<file path="src/design/bvc_pkg.sv">
// Package for the box voxel collision resolver: widths, codes and shared types.
`default_nettype none
package bvc_pkg;

    // Defaults for the top level parameters
    localparam int GRID_DIM_DEF = 32;
    localparam int MAX_ITER_DEF = 4;
    localparam int MAX_SPAN_DEF = 4;

    // Fixed field widths
    localparam int CW      = 32;   // centre and velocity, signed Q16.16
    localparam int HW      = 24;   // half extent, unsigned Q8.16
    localparam int EW      = 34;   // box bound, signed
    localparam int LW      = 19;   // voxel coordinate, signed
    localparam int OW      = 40;   // overlap arithmetic, signed
    localparam int PEN_W   = 21;   // positive overlap, at most one voxel edge
    localparam int SZ_W    = 3;    // voxel size register
    localparam int IDX_W   = 15;   // voxel index field
    localparam int FRAC_W  = 16;   // fraction bits
    localparam int SZ_MAX  = 4;    // largest voxel size exponent
    localparam int IN_W    = 280;  // s_tdata width
    localparam int OUT_W   = 200;  // m_tdata width

    // Input kinds carried in tuser
    localparam logic ACT_RESOLVE = 1'b0;
    localparam logic ACT_WRITE   = 1'b1;

    // Push axis codes
    typedef enum logic [1:0] {
        AX_X = 2'd0,
        AX_Y = 2'd1,
        AX_Z = 2'd2
    } axis_t;

    // One walked voxel, registered alongside the occupancy read
    typedef struct packed {
        logic                   vld;
        logic                   in_grid;
        logic [2:0]             ov_pos;
        logic [2:0][PEN_W-1:0]  ov;
        logic [2:0]             sgn;     // 1: centre on or above voxel centre
    } probe_t;

    // Best contact of the current pass
    typedef struct packed {
        logic               found;
        logic [PEN_W-1:0]   pen;
        axis_t              axis;
        logic               sgn;
    } contact_t;

endpackage
`default_nettype wire

</file>
<file path="src/design/bvc_contact.sv">
// Contact selection: picks the least-penetration solid voxel of a pass.
`default_nettype none
module bvc_contact
    import bvc_pkg::*;
(
    input  wire logic     aclk,
    input  wire logic     aresetn,
    input  wire logic     start,     // clears the best contact for a new pass
    input  wire probe_t   probe,
    input  wire logic     solid,
    output contact_t      best
);

    contact_t best_reg, best_next;
    logic     hit;
    axis_t    ax;
    logic [PEN_W-1:0] pen;

    // Axis of least overlap, ties towards x then y
    always_comb begin
        if (probe.ov[0] <= probe.ov[1] && probe.ov[0] <= probe.ov[2]) begin
            ax = AX_X;
        end else if (probe.ov[1] <= probe.ov[2]) begin
            ax = AX_Y;
        end else begin
            ax = AX_Z;
        end
        pen = probe.ov[ax];
        hit = probe.vld && probe.in_grid && solid && (&probe.ov_pos);
    end

    // First walked wins on equal penetration
    always_comb begin
        best_next = best_reg;
        if (start) begin
            best_next.found = 1'b0;
        end else if (hit && (!best_reg.found || pen < best_reg.pen)) begin
            best_next.found = 1'b1;
            best_next.pen   = pen;
            best_next.axis  = ax;
            best_next.sgn   = probe.sgn[ax];
        end
    end

    always_ff @(posedge aclk) begin
        if (!aresetn) begin
            best_reg.found <= 1'b0;
            best_reg.pen   <= '0;
            best_reg.axis  <= AX_X;
            best_reg.sgn   <= 1'b0;
        end else begin
            best_reg <= best_next;
        end
    end

    assign best = best_reg;

endmodule
`default_nettype wire

</file>
<file path="config.mk">
export PLATFORM = sky130hd
export DESIGN_NAME = bvc_contact
export DESIGN_NICKNAME = d
export VERILOG_FILES = /design/src/design/bvc_pkg.sv /design/src/design/bvc_contact.sv
export SDC_FILE = /design/constraint.sdc
export NUM_CORES = 1
export LEC_CHECK = 0
export BUFFER_PORTS_ARGS = -buffer_cell sky130_fd_sc_hd__buf_2
export CAP_MARGIN = 20
export CORE_MARGIN = 8
export CORE_UTILIZATION = 47
export CTS_CLUSTER_SIZE = 10
export DETAILED_ROUTE_END_ITERATION = 8
export PLACE_DENSITY = 0.84
export SETUP_SLACK_MARGIN = 0.15
export SYNTH_ARGS = -nofsm -noshare
export SYNTH_HDL_FRONTEND = slang
export SYNTH_SLANG_ARGS = --single-unit
export TNS_END_PERCENT = 20
</file>
<file path="constraint.sdc">
create_clock -name aclk -period 6.04 [get_ports aclk]
set_clock_uncertainty 0.15 [all_clocks]
set_input_delay 1.812 -clock aclk [delete_from_list [all_inputs] [get_ports aclk]]
set_output_delay 1.812 -clock aclk [all_outputs]
set_load 0.01 [all_outputs]
</file>
==> metrics.txt <==
# TYPE chip_impl_metric gauge
chip_impl_info{name="synthFlopType",value="sky130_fd_sc_hd__dfxtp_1"} 1
chip_impl_metric{name="peakVddDrop",unit="uV"} 76.4
chip_impl_metric{name="delay_of_the_slowest_critical_path_stage",unit="ns"} 0.40
chip_impl_info{name="critical-path-top-delay-family",value="compound AO/OA/AOI/OAI gates"} 1
chip_impl_metric{name="final_period_minus_worst_setup_slack",unit="ns"} 6.29
chip_impl_metric{name="core_area",unit="um^2"} 8050
chip_impl_metric{name="synth_enable_flop_cells",unit=""} 0
chip_impl_metric{name="dieArea",unit="um^2"} 11200
chip_impl_metric{name="largest_register_ff_count",unit=""} 25
chip_impl_info{name="timing_worst_setup_path_type",value="primary input to flip-flop"} 1
chip_impl_metric{name="async_reset_ff_share",unit="%"} 0
chip_impl_metric{name="vias_in_the_first_global_route",unit=""} 4588
chip_impl_metric{name="drive_above_1_share",unit="%"} 44.8
chip_impl_metric{name="max_slew.worst_pin.slew",unit="ns"} 0.826
chip_impl_metric{name="fin_crit_sh",unit="%"} 104
chip_impl_metric{name="buffer_ports.inserted",unit=""} 99
chip_impl_metric{name="ys_warn_count",unit=""} 0
chip_impl_metric{name="achievable-frequency",unit="MHz"} 159
chip_impl_info{name="violated_checks",value="negative setup slack"} 1
chip_impl_metric{name="floorplan.initialDensity",unit="%"} 47.3
chip_impl_metric{name="cts_buffers",unit=""} 3
chip_impl_metric{name="place.gp.congestion",unit=""} 0.937
chip_impl_info{name="critical_path.endpoint_type",value="flip-flop"} 1
chip_impl_metric{name="detail-route-antenna-nets",unit=""} 0
chip_impl_metric{name="critPathArrivalTime",unit="ns"} 6.33
chip_impl_metric{name="grt_remaining_overflow",unit=""} 0
chip_impl_metric{name="area_growth_syn_to_layout",unit="%"} 60.2
chip_impl_metric{name="place.detailed.hpwl",unit="um"} 10700
chip_impl_metric{name="worst_hold_slack",unit="ns"} 0.314
chip_impl_metric{name="cp_data_required_time",unit="ns"} 6.08
chip_impl_metric{name="worst_setup_hold_path_clk_slew",unit="ns"} 0.09
chip_impl_metric{name="post-synth-top-area-fraction",unit="%"} 27.3
chip_impl_metric{name="post-route-drc-count",unit=""} 0
chip_impl_metric{name="setup_viol",unit=""} 23
chip_impl_metric{name="finalCoreUtilization",unit="%"} 75.7
chip_impl_info{name="cts-root-buf",value="sky130_fd_sc_hd__clkbuf_8"} 1
chip_impl_metric{name="clockBufferDepth",unit=""} 2
chip_impl_info{name="start_kind",value="primary input"} 1
chip_impl_info{name="critPathSlowestCell",value="sky130_fd_sc_hd__or3_4"} 1
chip_impl_metric{name="cp_num_buf_inv",unit=""} 5
chip_impl_info{name="final_common_cell",value="sky130_fd_sc_hd__buf_2"} 1
chip_impl_metric{name="grt_start_max_net_pins",unit=""} 49
chip_impl_metric{name="grt_first_pass_wirelength",unit="um"} 21200
chip_impl_metric{name="post_synth_instance_area",unit="um^2"} 3810
chip_impl_metric{name="antenna_violations_before_repair",unit=""} 0
chip_impl_metric{name="power.density",unit="nW/um^2"} 132
chip_impl_info{name="synth_top_cell_by_area",value="sky130_fd_sc_hd__ha_1"} 1
chip_impl_info{name="most-common-layout-cells",value="sky130_fd_sc_hd__buf_2, sky130_fd_sc_hd__buf_4, sky130_fd_sc_hd__ha_1, sky130_fd_sc_hd__inv_1, sky130_fd_sc_hd__nand2_1"} 1
chip_impl_metric{name="leakagePower",unit="nW"} 2.97
chip_impl_metric{name="dpl-instance-area",unit="um^2"} 4980
chip_impl_metric{name="synth_seq_area_share",unit="%"} 13.1
chip_impl_metric{name="cap_viol_max_count",unit=""} 0
chip_impl_metric{name="totalPowerFinal",unit="mW"} 0.806
chip_impl_metric{name="postSynthRegisterBits",unit=""} 25
chip_impl_metric{name="synth_area_per_cell",unit="um^2"} 7.70
chip_impl_metric{name="via_count",unit=""} 4987
chip_impl_metric{name="placed_cells_incl_taps",unit=""} 758
chip_impl_metric{name="layoutNonFillerInstCount",unit=""} 795
chip_impl_info{name="unrepaired_setup_endpoints_after_global_routing",value="yes"} 1
chip_impl_metric{name="routed_wl",unit="um"} 16600
chip_impl_metric{name="wl_per_cell",unit="um"} 20.9
chip_impl_metric{name="nNetsFinal",unit=""} 849
chip_impl_info{name="ys_top_cells_by_area",value="sky130_fd_sc_hd__ha_1, sky130_fd_sc_hd__dfxtp_1, sky130_fd_sc_hd__inv_1, sky130_fd_sc_hd__mux2i_1, sky130_fd_sc_hd__o21ai_0"} 1
chip_impl_metric{name="groute.usage.overall",unit="%"} 22.3
chip_impl_metric{name="yosysUniqueCellTypes",unit=""} 47
chip_impl_metric{name="cts_htree_levels",unit=""} 1
chip_impl_metric{name="die_w",unit="um"} 106
chip_impl_metric{name="fp-row-count",unit=""} 33
chip_impl_metric{name="io-pin-count",unit=""} 100
chip_impl_metric{name="synth.net_count",unit=""} 652
chip_impl_metric{name="worst_slew_margin_rel",unit="%"} 44.9
chip_impl_metric{name="detailedRoute.firstIterationViolations",unit=""} 466
chip_impl_info{name="status",value="finished with violations"} 1
chip_impl_metric{name="insertion_delay",unit="ns"} 0.27
chip_impl_metric{name="crit_fanout",unit=""} 13
chip_impl_metric{name="ctsHoldBuffers",unit=""} 0
chip_impl_metric{name="layout.cell_area.non_filler",unit="um^2"} 6100
chip_impl_metric{name="finalWorstSetupSlack",unit="ns"} -0.250
chip_impl_info{name="cts_tree",value="built"} 1
chip_impl_metric{name="post_drt_via_cell_ratio",unit=""} 6.27
chip_impl_metric{name="clock_sinks",unit=""} 25
chip_impl_info{name="cp_cell_sequence",value="buf_2 > inv_1 > ha_1 > nand4_1 > or3_4 > or3_4 > o211a_4 > buf_6 > o21ai_0 > o311ai_1 > nor2b_1 > ha_1 > a21oi_1 > o21ai_2 > o21ai_1 > o21ai_2 > nor3_4 > a41o_1 > a31oi_4 > buf_6 > clkbuf_16 > mux2i_1"} 1
chip_impl_metric{name="syn-instance-count",unit=""} 494
chip_impl_metric{name="dieHeight",unit="um"} 106
chip_impl_info{name="path_class_of_the_lowest_slack_min_delay_path",value="flip-flop to flip-flop"} 1
chip_impl_metric{name="insertedDiodeCount",unit=""} 0
chip_impl_metric{name="drv_slew",unit=""} 0
chip_impl_metric{name="hold_violation_total_from_the_final_report",unit=""} 0
chip_impl_metric{name="firstDrtPassIters",unit=""} 5
[tightest hold or removal path, cell delays in order (launching register included)]
cell                      delay, ns
sky130_fd_sc_hd__dfxtp_1       0.31
sky130_fd_sc_hd__nand2_1       0.05
sky130_fd_sc_hd__mux2i_1       0.06
[final cells by class]
cell class | count | area [um^2]
Sequential cell | 25 | 500
Clock inverter | 1 | 5.00
Inverter | 66 | 248
Timing Repair Buffer | 210 | 1590
Multi-Input combinational cell | 385 | 3590
Clock buffer | 3 | 41.3
Tap cell | 105 | 131
Fill cell | 473 | 1950
[power breakdown]
group,internal (mW),switching [mW],total [mW]
clock,0.0461,0.0522,0.0983
combinational,0.265,0.277,0.542
sequential,0.166,0.000887,0.166
[Yosys cell counts (4+ instances only)]
cell type                   n
sky130_fd_sc_hd__ha_1      83
sky130_fd_sc_hd__inv_1     66
sky130_fd_sc_hd__nand2_1   43
sky130_fd_sc_hd__o21ai_0   36
sky130_fd_sc_hd__nor2_1    27
sky130_fd_sc_hd__a21oi_1   26
sky130_fd_sc_hd__dfxtp_1   25
sky130_fd_sc_hd__mux2i_1   23
sky130_fd_sc_hd__nor2b_1   23
sky130_fd_sc_hd__nand3b_1  20
sky130_fd_sc_hd__clkbuf_1  17
sky130_fd_sc_hd__o311ai_0  16
sky130_fd_sc_hd__nand4_1   15
sky130_fd_sc_hd__nand3_1    8
sky130_fd_sc_hd__o211ai_1   7
sky130_fd_sc_hd__a21o_1     5
sky130_fd_sc_hd__nor3_1     5
sky130_fd_sc_hd__and4_1     4
sky130_fd_sc_hd__o311ai_1   4
[metrics by stage]
stage,TNS (ns),setup slack [ns]
final,-4.18,-0.250
after detailed placement,-9.12,-0.421
after global placement,-5.63,-0.247
after global routing,-7.38,-0.381
after CTS,0,0.150
after floorplan,0,0.160
[worst paths after layout]
path,start,end,slack (ns),depth (start not counted)
max,probe[64],best[21]$_SDFFE_PN0P_,-0.25,22
min,best[0]$_SDFFE_PN0P_,best[0]$_SDFFE_PN0P_,0.31,2
max reg2reg,best[8]$_SDFFE_PN0P_,best[21]$_SDFFE_PN0P_,3.15,12
min reg2reg,best[0]$_SDFFE_PN0P_,best[0]$_SDFFE_PN0P_,0.31,2
[kinds of logic (layout without fill, tap and decap cells)]
group / count (synthesis) / in the layout / synth area share (%)
buffers and inverters: 85 / 280 / 9.24
AO/OA/AOI/OAI: 117 / 118 / 21.2
adder cells (fa/ha/maj): 83 / 83 / 27.3
AND/OR/NAND/NOR: 161 / 161 / 23.1
flip-flops: 25 / 25 / 13.1
multiplexers: 23 / 23 / 6.05
[per-layer routing]
layer | global-route usage, % | vias to the layer above | wire (um)
li1 | - | 2210 | -
met1 | 26.7 | 2301 | 6160
met2 | 39.8 | 361 | 7990
met3 | 2.30 | 115 | 1380
met4 | 8.84 | 0 | 1060
met5 | 0 | - | 0
[what timing repair did]
item	CTS	global route
gates resized for setup	55	103
pin swaps	21	45
endpoints found under the setup margin	23	23
cloned	4	3
setup buffers	10	16
Note: power is estimated with default switching activity, not from simulation.
